File: config.mk
export PLATFORM = sky130hd
export DESIGN_NAME = position_to_velocity_pd_ema_core
export DESIGN_NICKNAME = d
export VERILOG_FILES = /design/src/design/pdema_pkg.sv /design/src/design/pdema_mac.sv /design/src/design/pdema_seq.sv /design/src/design/position_to_velocity_pd_ema_core.sv
export SDC_FILE = /design/constraint.sdc
export NUM_CORES = 2
export LEC_CHECK = 0
export BUFFER_PORTS_ARGS = -buffer_cell sky130_fd_sc_hd__buf_2
export CORE_UTILIZATION = 45
export DETAILED_ROUTE_END_ITERATION = 16
export GPL_TIMING_DRIVEN = 0
export SETUP_SLACK_MARGIN = 0.5
export SYNTH_ARGS = -nofsm -noshare
export SYNTH_HDL_FRONTEND = slang
export SYNTH_SLANG_ARGS = --single-unit
File: constraint.sdc
create_clock -name clk -period 10.9 [get_ports clk]
set_input_delay 1.09 -clock clk [delete_from_list [all_inputs] [get_ports clk]]
set_output_delay 1.09 -clock clk [all_outputs]
set_load 0.02 [all_outputs]
File: src/design/pdema_pkg.sv
// ---------------------------------------------------------------------------
// pdema_pkg: shared types and constants of the PD position controller
// Item structs, register indexes, sequencer states, control bundles and the
// saturating helpers used by the datapath and the shared multiply unit.
// ---------------------------------------------------------------------------
`default_nettype none

package pdema_pkg;

    // Fixed point format of all signed values
    localparam int FRAC_BITS   = 16;
    localparam int WORD_W      = 32;
    localparam int CFG_INDEX_W = 4;

    // EMA weights are unsigned Q1.16 regardless of the data format
    localparam int              EMA_SHIFT = 16;
    localparam logic [16:0]     ALPHA_MAX = 17'd65529;
    localparam logic [16:0]     ALPHA_ONE = 17'd65536;

    // 2*pi in Q3.30, rounded to FRAC_BITS fraction bits
    localparam logic [63:0] TWO_PI_Q30  = 64'd6746518852;
    localparam logic [63:0] TWO_PI_WIDE =
        (TWO_PI_Q30 + (64'd1 << (29 - FRAC_BITS))) >> (30 - FRAC_BITS);
    localparam logic signed [WORD_W-1:0] TWO_PI_Q = TWO_PI_WIDE[WORD_W-1:0];

    // Configuration register indexes
    typedef enum logic [CFG_INDEX_W-1:0] {
        CFG_POSITION_MODE   = 4'd0,
        CFG_WHEEL_RADIUS    = 4'd1,
        CFG_POSITION_TARGET = 4'd2,
        CFG_EMA_ALPHA       = 4'd3,
        CFG_GAIN_P          = 4'd4,
        CFG_GAIN_EMA        = 4'd5,
        CFG_GAIN_D          = 4'd6,
        CFG_VELOCITY_LIMIT  = 4'd7
    } cfg_index_t;

    // Input item
    typedef struct packed {
        logic signed [WORD_W-1:0] wheel_turns;
        logic                     wheel_turns_ok;
        logic signed [WORD_W-1:0] wheel_speed;
        logic signed [WORD_W-1:0] teleop_speed;
        logic                     trust;
        logic                     reanchor;
        logic signed [WORD_W-1:0] new_offset;
        logic signed [WORD_W-1:0] frozen_position;
        logic                     zero_request;
    } in_item_t;

    // Result item
    typedef struct packed {
        logic signed [WORD_W-1:0] speed_ref;
        logic signed [WORD_W-1:0] position;
        logic signed [WORD_W-1:0] error_average;
        logic                     in_position_mode;
    } out_item_t;

    // Sequencer states, one per cycle of the control tick unless waiting in S_IDLE or S_OUT
    typedef enum logic [3:0] {
        S_IDLE,
        S_CHECK,
        S_TP_MUL,
        S_TP_RND,
        S_RAD_MUL,
        S_RAD_RND,
        S_ERR,
        S_EMA_MUL,
        S_EMA_RND,
        S_AVG,
        S_KEMA,
        S_KD,
        S_SUM,
        S_CLAMP,
        S_OUT
    } seq_state_t;

    // Multiplier operand pairs
    typedef enum logic [2:0] {
        OP_D_TWOPI,
        OP_RES_RADIUS,
        OP_ALPHA_AVG,
        OP_BETA_ERR,
        OP_KP_ERR,
        OP_KEMA_RES,
        OP_KD_SPEED
    } op_sel_t;

    // Velocity reference register operations
    typedef enum logic [2:0] {
        VREF_HOLD,
        VREF_LOAD,
        VREF_ADD,
        VREF_SUB,
        VREF_CLAMP
    } vref_op_t;

    // Controls of the shared multiply unit
    typedef struct packed {
        logic mul_en;   // capture a product
        logic acc_load; // park product plus rounding half
        logic rnd_en;   // round and saturate into result
        logic rnd_ema;  // round acc + product by EMA_SHIFT
    } mac_ctrl_t;

    // Sequencer to datapath bundle
    typedef struct packed {
        mac_ctrl_t mac;
        op_sel_t   op;
        vref_op_t  vref_op;
        logic      in_ready;
        logic      check;
        logic      ld_err;
        logic      ld_avg;
        logic      out_load;
    } seq_ctrl_t;

    // Saturate a wide signed value to one word
    function automatic logic signed [WORD_W-1:0] sat_word(input logic signed [64:0] v);
        logic signed [WORD_W-1:0] r;
        if (v[64:WORD_W-1] == '0 || v[64:WORD_W-1] == '1)
            r = v[WORD_W-1:0];
        else if (v[64])
            r = {1'b1, {(WORD_W-1){1'b0}}};
        else
            r = {1'b0, {(WORD_W-1){1'b1}}};
        return r;
    endfunction

    // Saturating add
    function automatic logic signed [WORD_W-1:0] sadd(input logic signed [WORD_W-1:0] a,
                                                      input logic signed [WORD_W-1:0] b);
        logic signed [WORD_W:0] s;
        s = {a[WORD_W-1], a} + {b[WORD_W-1], b};
        return sat_word(65'(s));
    endfunction

    // Saturating subtract
    function automatic logic signed [WORD_W-1:0] ssub(input logic signed [WORD_W-1:0] a,
                                                      input logic signed [WORD_W-1:0] b);
        logic signed [WORD_W:0] s;
        s = {a[WORD_W-1], a} - {b[WORD_W-1], b};
        return sat_word(65'(s));
    endfunction

endpackage

`default_nettype wire

File: src/design/pdema_mac.sv
// ---------------------------------------------------------------------------
// pdema_mac: shared multiply, accumulate and round unit
// One 32x32 signed multiplier with a product register, a one-entry
// accumulator for the EMA sum and a round-to-nearest saturating result stage.
// ---------------------------------------------------------------------------
`default_nettype none

module pdema_mac (
    input  wire logic                                    clk,
    input  wire pdema_pkg::mac_ctrl_t                    ctrl,
    input  wire logic signed [pdema_pkg::WORD_W-1:0]     op_a,
    input  wire logic signed [pdema_pkg::WORD_W-1:0]     op_b,
    output logic signed [pdema_pkg::WORD_W-1:0]          res
);
    import pdema_pkg::*;

    localparam logic signed [64:0] Q_HALF   = 65'(65'd1 << (FRAC_BITS - 1));
    localparam logic signed [64:0] EMA_HALF = 65'(65'd1 << (EMA_SHIFT - 1));

    logic signed [63:0]       prod_reg;
    logic signed [64:0]       acc_reg;
    logic signed [WORD_W-1:0] res_reg;
    logic signed [64:0]       rnd_sum;
    logic signed [64:0]       rnd_shift;

    // Product register
    always_ff @(posedge clk)
    begin
        if (ctrl.mul_en)
        begin
            prod_reg <= 64'(op_a) * 64'(op_b);
        end
    end

    // Accumulator holds first EMA product with the rounding half folded in
    always_ff @(posedge clk)
    begin
        if (ctrl.acc_load)
        begin
            acc_reg <= 65'(prod_reg) + EMA_HALF;
        end
    end

    // Rounding: add half, arithmetic shift (floor), saturate
    always_comb
    begin
        if (ctrl.rnd_ema)
        begin
            rnd_sum   = acc_reg + 65'(prod_reg);
            rnd_shift = rnd_sum >>> EMA_SHIFT;
        end
        else
        begin
            rnd_sum   = 65'(prod_reg) + Q_HALF;
            rnd_shift = rnd_sum >>> FRAC_BITS;
        end
    end

    // Result register
    always_ff @(posedge clk)
    begin
        if (ctrl.rnd_en)
        begin
            res_reg <= sat_word(rnd_shift);
        end
    end

    assign res = res_reg;

endmodule

`default_nettype wire

File: src/design/pdema_seq.sv
// ---------------------------------------------------------------------------
// pdema_seq: control tick sequencer
// Steps the shared multiply unit through the position, EMA and PD terms and
// drives the datapath loads, one state per cycle outside the input and output waits.
// ---------------------------------------------------------------------------
`default_nettype none

module pdema_seq (
    input  wire logic                 clk,
    input  wire logic                 rst_n,
    input  wire logic                 in_valid,
    input  wire logic                 run,
    input  wire logic                 out_free,
    output pdema_pkg::seq_ctrl_t      ctrl
);
    import pdema_pkg::*;

    seq_state_t state_reg;
    seq_state_t state_next;

    // State register
    always_ff @(posedge clk or negedge rst_n)
    begin
        if (!rst_n)
        begin
            state_reg <= S_IDLE;
        end
        else
        begin
            state_reg <= state_next;
        end
    end

    // Next state and controls
    always_comb
    begin
        state_next = state_reg;
        ctrl       = '0;
        ctrl.op    = OP_D_TWOPI;
        ctrl.vref_op = VREF_HOLD;
        unique case (state_reg)
            S_IDLE:
            begin
                ctrl.in_ready = 1'b1;
                if (in_valid)
                    state_next = S_CHECK;
            end
            S_CHECK:
            begin
                ctrl.check = 1'b1;
                state_next = run ? S_TP_MUL : S_OUT;
            end
            S_TP_MUL:
            begin
                ctrl.op         = OP_D_TWOPI;
                ctrl.mac.mul_en = 1'b1;
                state_next      = S_TP_RND;
            end
            S_TP_RND:
            begin
                ctrl.mac.rnd_en = 1'b1;
                state_next      = S_RAD_MUL;
            end
            S_RAD_MUL:
            begin
                ctrl.op         = OP_RES_RADIUS;
                ctrl.mac.mul_en = 1'b1;
                state_next      = S_RAD_RND;
            end
            S_RAD_RND:
            begin
                ctrl.mac.rnd_en = 1'b1;
                state_next      = S_ERR;
            end
            S_ERR:
            begin
                // error from position; start alpha * old average
                ctrl.ld_err     = 1'b1;
                ctrl.op         = OP_ALPHA_AVG;
                ctrl.mac.mul_en = 1'b1;
                state_next      = S_EMA_MUL;
            end
            S_EMA_MUL:
            begin
                ctrl.op           = OP_BETA_ERR;
                ctrl.mac.mul_en   = 1'b1;
                ctrl.mac.acc_load = 1'b1;
                state_next        = S_EMA_RND;
            end
            S_EMA_RND:
            begin
                ctrl.mac.rnd_en  = 1'b1;
                ctrl.mac.rnd_ema = 1'b1;
                ctrl.op          = OP_KP_ERR;
                ctrl.mac.mul_en  = 1'b1;
                state_next       = S_AVG;
            end
            S_AVG:
            begin
                // new average stored; P term rounds; EMA term multiplies
                ctrl.ld_avg     = 1'b1;
                ctrl.mac.rnd_en = 1'b1;
                ctrl.op         = OP_KEMA_RES;
                ctrl.mac.mul_en = 1'b1;
                state_next      = S_KEMA;
            end
            S_KEMA:
            begin
                ctrl.vref_op    = VREF_LOAD;
                ctrl.mac.rnd_en = 1'b1;
                ctrl.op         = OP_KD_SPEED;
                ctrl.mac.mul_en = 1'b1;
                state_next      = S_KD;
            end
            S_KD:
            begin
                ctrl.vref_op    = VREF_ADD;
                ctrl.mac.rnd_en = 1'b1;
                state_next      = S_SUM;
            end
            S_SUM:
            begin
                ctrl.vref_op = VREF_SUB;
                state_next   = S_CLAMP;
            end
            S_CLAMP:
            begin
                ctrl.vref_op = VREF_CLAMP;
                state_next   = S_OUT;
            end
            S_OUT:
            begin
                // wait for a free output register
                if (out_free)
                begin
                    ctrl.out_load = 1'b1;
                    state_next    = S_IDLE;
                end
            end
            default:
            begin
                state_next = S_IDLE;
            end
        endcase
    end

endmodule

`default_nettype wire

File: src/design/position_to_velocity_pd_ema_core.sv
// ---------------------------------------------------------------------------
// position_to_velocity_pd_ema_core: PD position controller with EMA error
// Converts wheel turns to metres, tracks an averaged position error and
// forms a clamped velocity reference, or passes teleop speed through.
// ---------------------------------------------------------------------------
// One control tick is one transfer in and one transfer out. In position mode
// with a runnable loop (trust, valid turns, offset set, nonzero radius) the
// item runs the whole multiply sequence before its result is offered; every
// other item goes from the check straight to the output stage. All products
// run through a single 32x32 signed multiplier, used seven times in a running
// tick, so the next item is taken once the current one has moved into the
// output register. The output register lets a new item start while the
// previous result still waits; a result that cannot enter it stalls the
// sequencer. Configuration is a plain write port (cfg_we, cfg_index,
// cfg_data); indexes above 7 are ignored. Values are signed Q16.16 with
// saturation of every intermediate.
`default_nettype none

module position_to_velocity_pd_ema_core (
    input  wire logic                                  clk,
    input  wire logic                                  rst_n,
    // configuration
    input  wire logic                                  cfg_we,
    input  wire logic [pdema_pkg::CFG_INDEX_W-1:0]     cfg_index,
    input  wire logic [pdema_pkg::WORD_W-1:0]          cfg_data,
    // input channel
    input  wire logic                                  in_valid,
    output logic                                       in_ready,
    input  wire pdema_pkg::in_item_t                   in_data,
    // output channel
    output logic                                       out_valid,
    input  wire logic                                  out_ready,
    output pdema_pkg::out_item_t                       out_data
);
    import pdema_pkg::*;

    // configuration registers
    logic                     mode_reg;
    logic [WORD_W-2:0]        radius_reg;
    logic signed [WORD_W-1:0] target_reg;
    logic [15:0]              alpha_reg;
    logic signed [WORD_W-1:0] kp_reg;
    logic signed [WORD_W-1:0] kema_reg;
    logic signed [WORD_W-1:0] kd_reg;
    logic [WORD_W-2:0]        vlim_reg;

    // tick state
    logic signed [WORD_W-1:0] offset_reg;
    logic signed [WORD_W-1:0] offset_next;
    logic                     offset_set_reg;
    logic                     offset_set_next;
    logic signed [WORD_W-1:0] avg_reg;
    logic signed [WORD_W-1:0] avg_next;

    // datapath
    in_item_t                 item_reg;
    logic signed [WORD_W-1:0] d_reg;
    logic signed [WORD_W-1:0] err_reg;
    logic signed [WORD_W-1:0] pos_reg;
    logic signed [WORD_W-1:0] vref_reg;
    out_item_t                out_data_reg;
    logic                     out_valid_reg;

    seq_ctrl_t                ctrl;
    logic                     in_take;
    logic                     run;
    logic                     out_free;
    logic signed [WORD_W-1:0] op_a;
    logic signed [WORD_W-1:0] op_b;
    logic signed [WORD_W-1:0] mac_res;
    logic [16:0]              alpha_c;
    logic [16:0]              beta;
    logic signed [WORD_W-1:0] vlim_s;
    logic signed [WORD_W-1:0] vlim_neg;

    assign in_ready = ctrl.in_ready;
    assign in_take  = in_valid && ctrl.in_ready;
    assign out_free = !out_valid_reg || out_ready;
    assign run      = mode_reg && item_reg.trust && item_reg.wheel_turns_ok &&
                      offset_set_reg && (radius_reg != '0);

    // configuration writes
    always_ff @(posedge clk or negedge rst_n)
    begin
        if (!rst_n)
        begin
            mode_reg   <= 1'b0;
            radius_reg <= '0;
            target_reg <= '0;
            alpha_reg  <= '0;
            kp_reg     <= '0;
            kema_reg   <= '0;
            kd_reg     <= '0;
            vlim_reg   <= '0;
        end
        else if (cfg_we)
        begin
            unique case (cfg_index)
                CFG_POSITION_MODE:   mode_reg   <= cfg_data[0];
                CFG_WHEEL_RADIUS:    radius_reg <= cfg_data[WORD_W-2:0];
                CFG_POSITION_TARGET: target_reg <= cfg_data;
                CFG_EMA_ALPHA:       alpha_reg  <= cfg_data[15:0];
                CFG_GAIN_P:          kp_reg     <= cfg_data;
                CFG_GAIN_EMA:        kema_reg   <= cfg_data;
                CFG_GAIN_D:          kd_reg     <= cfg_data;
                CFG_VELOCITY_LIMIT:  vlim_reg   <= cfg_data[WORD_W-2:0];
                default:             ;
            endcase
        end
    end

    // offset anchoring on transfer, average update from the EMA step
    always_comb
    begin
        offset_next     = offset_reg;
        offset_set_next = offset_set_reg;
        avg_next        = avg_reg;
        if (in_take)
        begin
            if (in_data.reanchor && in_data.wheel_turns_ok)
            begin
                offset_next     = in_data.new_offset;
                offset_set_next = 1'b1;
                avg_next        = '0;
            end
            if ((in_data.zero_request || (mode_reg && !offset_set_next)) &&
                in_data.wheel_turns_ok)
            begin
                offset_next     = in_data.wheel_turns;
                offset_set_next = 1'b1;
                avg_next        = '0;
            end
        end
        if (ctrl.ld_avg)
        begin
            avg_next = mac_res;
        end
    end

    always_ff @(posedge clk or negedge rst_n)
    begin
        if (!rst_n)
        begin
            offset_reg     <= '0;
            offset_set_reg <= 1'b0;
            avg_reg        <= '0;
        end
        else
        begin
            offset_reg     <= offset_next;
            offset_set_reg <= offset_set_next;
            avg_reg        <= avg_next;
        end
    end

    // item capture
    always_ff @(posedge clk)
    begin
        if (in_take)
        begin
            item_reg <= in_data;
        end
    end

    // EMA weights
    always_comb
    begin
        alpha_c  = ({1'b0, alpha_reg} > ALPHA_MAX) ? ALPHA_MAX : {1'b0, alpha_reg};
        beta     = ALPHA_ONE - alpha_c;
        vlim_s   = {1'b0, vlim_reg};
        vlim_neg = -vlim_s;
    end

    // multiplier operand select
    always_comb
    begin
        unique case (ctrl.op)
            OP_D_TWOPI:
            begin
                op_a = d_reg;
                op_b = TWO_PI_Q;
            end
            OP_RES_RADIUS:
            begin
                op_a = mac_res;
                op_b = {1'b0, radius_reg};
            end
            OP_ALPHA_AVG:
            begin
                op_a = {{(WORD_W-17){1'b0}}, alpha_c};
                op_b = avg_reg;
            end
            OP_BETA_ERR:
            begin
                op_a = {{(WORD_W-17){1'b0}}, beta};
                op_b = err_reg;
            end
            OP_KP_ERR:
            begin
                op_a = kp_reg;
                op_b = err_reg;
            end
            OP_KEMA_RES:
            begin
                op_a = kema_reg;
                op_b = mac_res;
            end
            OP_KD_SPEED:
            begin
                op_a = kd_reg;
                op_b = item_reg.wheel_speed;
            end
            default:
            begin
                op_a = d_reg;
                op_b = TWO_PI_Q;
            end
        endcase
    end

    // working registers
    always_ff @(posedge clk)
    begin
        if (ctrl.check)
        begin
            d_reg    <= ssub(item_reg.wheel_turns, offset_reg);
            pos_reg  <= (mode_reg && !item_reg.trust) ? item_reg.frozen_position : '0;
            vref_reg <= mode_reg ? '0 : item_reg.teleop_speed;
        end
        if (ctrl.ld_err)
        begin
            pos_reg <= mac_res;
            err_reg <= ssub(target_reg, mac_res);
        end
        unique case (ctrl.vref_op)
            VREF_HOLD:  ;
            VREF_LOAD:  vref_reg <= mac_res;
            VREF_ADD:   vref_reg <= sadd(vref_reg, mac_res);
            VREF_SUB:   vref_reg <= ssub(vref_reg, mac_res);
            VREF_CLAMP:
            begin
                if (vref_reg > vlim_s)
                    vref_reg <= vlim_s;
                else if (vref_reg < vlim_neg)
                    vref_reg <= vlim_neg;
            end
            default:    ;
        endcase
    end

    // output register
    always_ff @(posedge clk or negedge rst_n)
    begin
        if (!rst_n)
        begin
            out_valid_reg <= 1'b0;
        end
        else if (ctrl.out_load)
        begin
            out_valid_reg <= 1'b1;
        end
        else if (out_ready)
        begin
            out_valid_reg <= 1'b0;
        end
    end

    always_ff @(posedge clk)
    begin
        if (ctrl.out_load)
        begin
            out_data_reg.speed_ref        <= vref_reg;
            out_data_reg.position         <= pos_reg;
            out_data_reg.error_average    <= avg_reg;
            out_data_reg.in_position_mode <= mode_reg;
        end
    end

    assign out_valid = out_valid_reg;
    assign out_data  = out_data_reg;

    // shared arithmetic unit
    pdema_mac u_mac (
        .clk  (clk),
        .ctrl (ctrl.mac),
        .op_a (op_a),
        .op_b (op_b),
        .res  (mac_res)
    );

    // sequencer
    pdema_seq u_seq (
        .clk      (clk),
        .rst_n    (rst_n),
        .in_valid (in_valid),
        .run      (run),
        .out_free (out_free),
        .ctrl     (ctrl)
    );

endmodule

`default_nettype wire
### Word level (Yosys, flattened, before mapping)

Index checks and enable logic that the tools add are counted.

| storage, ports and cells | value |
|---|---|
| input port bits | 205 |
| logic and storage cells | 175 |
| register bits | 793 |

| cells by class | value |
|---|---|
| muxes and demuxes | 49 |
| reductions and logical operators | 46 |
| magnitude comparators | 3 |
| equality and inequality tests | 38 |
| multiply operators | 1 |
| add/sub/neg operators | 8 |

Operators by type and width:

| operator | number |
|---|---|
| 32-bit two-way mux | 23 |
| 32-bit case mux with 6 select lines | 1 |
| 34-bit == test (second input constant) | 5 |
| 34-bit zero test | 5 |
| 32-bit case mux with 5 select lines | 1 |
| 32-bit case mux with 4 select lines | 1 |
| 32-bit by 32-bit subtractor with 33-bit output | 3 |
| 64-bit by 17-bit adder with 65-bit output (second input constant) | 1 |
| 65-bit by 64-bit adder with 65-bit output | 1 |
| 65-bit two-way mux | 1 |
| 32-bit by 32-bit multiplier with 64-bit output | 1 |
| 4-bit case mux with 15 select lines | 1 |
| 32-bit by 32-bit adder with 33-bit output | 1 |
| 4-bit by 3-bit == test with 1-bit output (second input constant) | 8 |
| 32-bit > comparator | 1 |
| 32-bit < comparator | 1 |
| 31-bit negator with 32-bit output | 1 |
| 31-bit nonzero test | 1 |
| 4-bit == test (second input constant) | 7 |
| 2-bit AND reduction | 11 |
| 3-bit case mux with 6 select lines | 1 |
| 17-bit by 16-bit subtractor with 17-bit output (first input constant) | 1 |
| 4-bit by 2-bit == test with 1-bit output (second input constant) | 4 |
| 16-bit > comparator (second input constant) | 1 |
| other kinds (18) | 63 |

### Logic depth before layout (Yosys ltp)

| depth | value |
|---|---|
| depth after elaboration | 11 |
| gate-level depth with buffers | 42 |
| depth with buffers taken out | 40 |

### Hierarchy

From an unflattened synthesis, not the netlist that was laid out.

| second synthesis, totals | value |
|---|---|
| cells, all modules | 8353 |
| area, all modules | 82890.7 um2 |

Modules (own cells, without submodules):

| module | instances | cells each | area each (um2) | sequential area each (um2) |
|---|---|---|---|---|
| pdema_mac | 1 | 4937 | 46648.5 | 4834.6 |
| position_to_velocity_pd_ema_core | 1 | 3364 | 35866.9 | 17171.5 |
| pdema_seq | 1 | 52 | 375.4 | 100.1 |

### Worst setup path before layout

No wires, ideal clock.

| timing path | value |
|---|---|
| path type | reg2reg |
| start point | register u_seq.state_reg[3] |
| end point | register u_mac.prod_reg[48], data pin |
| buffers on the path | 1 |
| stages on the path, launching flop included | 33 |
| period minus slack after synthesis | 11094 ps |
| path slack | -194 ps |
| data arrival time | 10828 ps |
| cells stage by stage | dfrtp_1 > nand2b_1 > or2_2 > inv_1 > clkbuf_1 > a211oi_1 > nor2_1 > nand2_1 > fa_1 > fa_1 > inv_1 > fa_1 > fa_1 > inv_1 > fa_1 > inv_1 > fa_1 > fa_1 > inv_1 > fa_1 > inv_1 > ha_1 > and3_1 > a221o_1 > a21o_1 > a41o_1 > a311o_1 > o211ai_1 > nand3b_1 > a21o_1 > a21oi_1 > a21boi_0 > xor2_1 |

| on the way | value |
|---|---|
| cells in the longest elaborated chain, start to end | 6 |
| elaborated cells on any way between the ends | 17 |
| classes of those cells | 1 x mul; 12 x eq/ne; 3 x mux; 1 x reduce/logical |

RTL lines:

| item | line | source |
|---|---|---|
| from (decl) | pdema_seq.sv:18 | `seq_state_t state_reg;` |
| from (signal assigned) | pdema_seq.sv:30 | `state_reg <= state_next;` |
| 4-bit == test / 4-bit by 3-bit == test with 1-bit output (equally long branches) | pdema_seq.sv:41 | `unique case (state_reg)` |
| 3-bit case mux with 6 select lines (*) | pdema_seq.sv:41 |  |
| 3-bit == test / 3-bit by 2-bit == test with 1-bit output (equally long branches) | position_to_velocity_pd_ema_core.sv:177 | `unique case (ctrl.op)` |
| 2-bit OR reduction (no source line) | -- |  |
| 32-bit case mux with 5 select lines | position_to_velocity_pd_ema_core.sv:177 |  |
| 32-bit by 32-bit multiplier with 64-bit output (*) | pdema_mac.sv:31 | `prod_reg <= 64'(op_a) * 64'(op_b);` |
| to (signal assigned) | pdema_mac.sv:31 |  |
| to (decl) | pdema_mac.sv:20 | `logic signed [63:0] prod_reg;` |

Mark *: on every way between the ends. The rest lies on a longest branch, timed or not.
A chain may end at the register's enable or synchronous reset.

### Worst setup path after layout

| timing path | value |
|---|---|
| start point | register u_seq.state_reg[0] |
| end point | register u_mac.prod_reg[53], data pin |

The elaborated chain is that of the path after synthesis.

==> impl_metrics.csv <==
group,metric,value,unit
floorplanning,chipWidth,425,µm
sta,finalCritPeriodShare,94.3,%
floorplanning,initial_core_util,45.5,%
cts,cts_root_buf,"clkbuf_16",
route,dr.pass1.iters,7,
sta,fin_crit,10.27,ns
logic_synthesis,yosysMostFrequentCell,"inv_1",
floorplanning,io_pins,304,
logic_synthesis,netlist_area,80500,µm²
route,drtAntennaViolNets,0,
layout,nets,10554,
sta,fmax,97.3,MHz
worst_setup_path,reg2regPathDepth,34,
global_routing,grt_pass1_wl,489,mm
worst_setup_path,worstReg2RegStart,"u_seq.state_reg[0]",
worst_setup_path,reg2reg_to,"u_mac.prod_reg[53]",
logic_synthesis,syn-num-nets,9961,
cts,cts.sinks,793,
status,status,"finished, violations left",
logic_synthesis,synth_edf_count,484,
route,post_drt_wl_per_cell,31.1,µm
cts,ctsHoldBuffers,0,
worst_setup_path,critPathKind,"reg -> reg",
worst_setup_path,cp-end-kind,"register",
logic_synthesis,yosys_warnings,0,
global_routing,overflow,0,
worst_setup_path,reg2reg_slack,0.63,ns
worst_setup_path,crit_arrival,10.68,ns
place,hpwl,281,mm
worst_setup_path,worst_ep_required_time,11.30,ns
logic_synthesis,synth_commonest_cells,"1256 x inv_1, 1086 x fa_1, 1021 x nand2_1",
floorplanning,core,177000,µm²
layout,largest_register_ffs,130,
run,max-cap-violations,1,
logic_synthesis,ys_seq_area_share,27.5,%
cts,clock_path_buffers,3,
sta,worstMarginPinSlew,1.55,ns
floorplanning,num_rows,154,
sta,final.setup_skew,0.0995,ns
cts,ctsHtreeMaxLevel,3,
layout,area_growth,14.9,%
route,drt_iter0_markers,7936,
sta,rsz0062_at_grt,"yes",
place,place_congestion,1.11,
layout,drive_above_1_share,15.0,%
floorplanning,fp.dieH,425,µm
sta,slew_viol_final,10,
global_routing,grt_start_max_net_pins,106,
place,port_buffers,302,
worst_setup_path,cp_slowest_cell,"fa_1",
sta,worst_hold_slack,0.332,ns
logic_synthesis,syn_inst,8230,
sta,setup_violations,0,
cts,worstSkewPairLatency,0.77,ns
global_routing,grt_usage,38.4,%
worst_setup_path,critPathMaxFanout,12,
route,drcViolationCount,0,
logic_synthesis,synth_largest_area_cell,"fa_1",
worst_setup_path,path_common_cell,"fa_1",
logic_synthesis,yosys_most_used_dff,"edfxtp_1",
cts,cts_buffers,91,
logic_synthesis,synthArstFlopShare,34.9,%
cts,cts_tree,"built",
route,via_per_inst,6.01,
worst_setup_path,slowest_delay,0.60,ns
floorplanning,die_area,181000,µm²
logic_synthesis,ys_seq_elements,793,
global_routing,antenna_found_initial,36,
cts,clk_pin_slew,0.06,ns
logic_synthesis,avgSynthCellArea,9.78,µm²
worst_setup_path,startpoint_type,"register",
sta,hold_viol_final,0,
logic_synthesis,yosysTopAreaCellShare,27.0,%
logic_synthesis,ys_types,96,
global_routing,grt_pass1_vias,66916,
logic_synthesis,synthTopCellsByArea,"fa_1 27%, edfxtp_1 18%, dfrtp_1 8.6%",
layout,n_fill_cell,16287,
sta,slew_headroom,-3.56,%
route,routed_wl,350,mm
route,dr_total_vias,67683,
status,violations,"max-capacitance violations, max-slew violations",
min_path,min_path_type,"in -> async",
## cell families (layout without fill, tap and decap cells)
| kind of cell | Yosys count | after routing | synth area share (%) |
|---|---|---|---|
| simple gates | 2229 | 2229 | 12.3 |
| buf+inv | 1643 | 2314 | 7.74 |
| fa+ha+maj | 1539 | 1539 | 34.0 |
| compound gates | 1509 | 1509 | 12.2 |
| flops | 793 | 793 | 27.5 |
| xor+xnor | 305 | 305 | 3.32 |
| mux | 212 | 212 | 2.92 |
| other cells | 0 | 17 | 0 |
## cell usage in the layout, fill, tap and decap left out, types with 31 or more instances in the layout
| cell type | instances |
|---|---|
| clkbuf_4 | 44 |
| xnor2_1 | 206 |
| o21a_1 | 48 |
| a21oi_2 | 36 |
| nor3b_1 | 35 |
| a211oi_1 | 49 |
| xor2_1 | 96 |
| and2_1 | 65 |
| o21bai_1 | 48 |
| a22oi_1 | 114 |
| buf_6 | 40 |
| a21oi_1 | 369 |
| dfxtp_1 | 32 |
| mux2_2 | 180 |
| clkbuf_16 | 106 |
| nand4_1 | 81 |
| ha_1 | 429 |
| nand2b_1 | 48 |
| and3_1 | 43 |
| clkbuf_2 | 56 |
| dfrtp_1 | 267 |
| edfxtp_1 | 484 |
| buf_2 | 324 |
| inv_1 | 1249 |
| nand3_1 | 126 |
| a31oi_1 | 31 |
| o21ai_0 | 322 |
| o22ai_1 | 39 |
| nor3_1 | 69 |
| nand2_1 | 1003 |
| mux2i_1 | 32 |
| a21o_1 | 116 |
| clkbuf_1 | 167 |
| buf_4 | 181 |
| nor2b_1 | 42 |
| fa_1 | 1065 |
| a221o_1 | 33 |
| nor2_1 | 517 |
## per-stage QoR
stage          setup slack (ns)  setup TNS [ns]  cell area, µm²  utilization [%]  std cells
3_5_place_dp              -3.57         -106.98           85400             48.3      10901
6_report                  0.626               0           92500             52.3      11258
3_3_place_gp              -3.99         -327.67           84900             48.0      10872
5_1_grt                   0.481               0           92500             52.3      11250
2_1_floorplan             0.868               0           80500                -       8230
4_1_cts                   0.506               0           91100             51.5      11158
## routing by layer
metal	global-route usage, %	vias to the layer above	wire [µm]
li1	-	28474	-
met1	49.7	34041	134000
met2	55.1	4187	145000
met3	13.7	961	45200
met4	23.1	20	25700
met5	0	-	148
## worst max-delay path, delay by kind of cell, from the launching register on
family | cells | cell delay (ns)
and+or+nand+nor | 5 | 1.29
buffers and inverters | 8 | 1.65
xor gates and xnor gates | 1 | 0.16
DFF | 1 | 0.36
AOI/OAI and AO/OA | 11 | 2.03
adders and majority gates | 9 | 4.36
## cell type report
cell class | count | area (µm²) | share of cell area, %
diodes | 17 | 42.5 | 0.0460
plain buffers | 384 | 2640 | 2.85
clock buffers | 113 | 2430 | 2.63
clock inverters | 58 | 702 | 0.759
inverters | 1259 | 4730 | 5.11
multi-input cells | 5794 | 53500 | 57.8
flip-flops and latches | 793 | 22100 | 23.9
well taps | 2340 | 2930 | 3.16
repair buffers | 500 | 3490 | 3.77
## worst max path at each step
| stage | cells past startpoint | startpoint | to | slack [ns] |
|---|---|---|---|---|
| 3_5_place_dp | 37 | u_seq.state_reg[2] | u_mac.prod_reg[60] | -3.57 |
| 3_3_place_gp | 38 | u_seq.state_reg[2] | u_mac.prod_reg[61] | -3.99 |
| 4_1_cts | 39 | u_seq.state_reg[2] | u_mac.prod_reg[60] | 0.51 |
| 2_1_floorplan | 38 | u_seq.state_reg[2] | u_mac.prod_reg[61] | 0.87 |
| 6_report | 34 | u_seq.state_reg[0] | u_mac.prod_reg[53] | 0.63 |
| 5_1_grt | 43 | u_seq.state_reg[3] | u_mac.prod_reg[53] | 0.48 |
## repair_timing
| item | CTS | global route |
|---|---|---|
| gates resized for setup | 570 | 233 |
| cloned | 3 | 2 |
| setup endpoints to repair | 53 | 21 |
| buffers inserted | 83 | 79 |
| pin swaps | 46 | 80 |
Power is not shown: default switching activity piles up to over one toggle a cycle in this logic, so the estimate is an artifact.
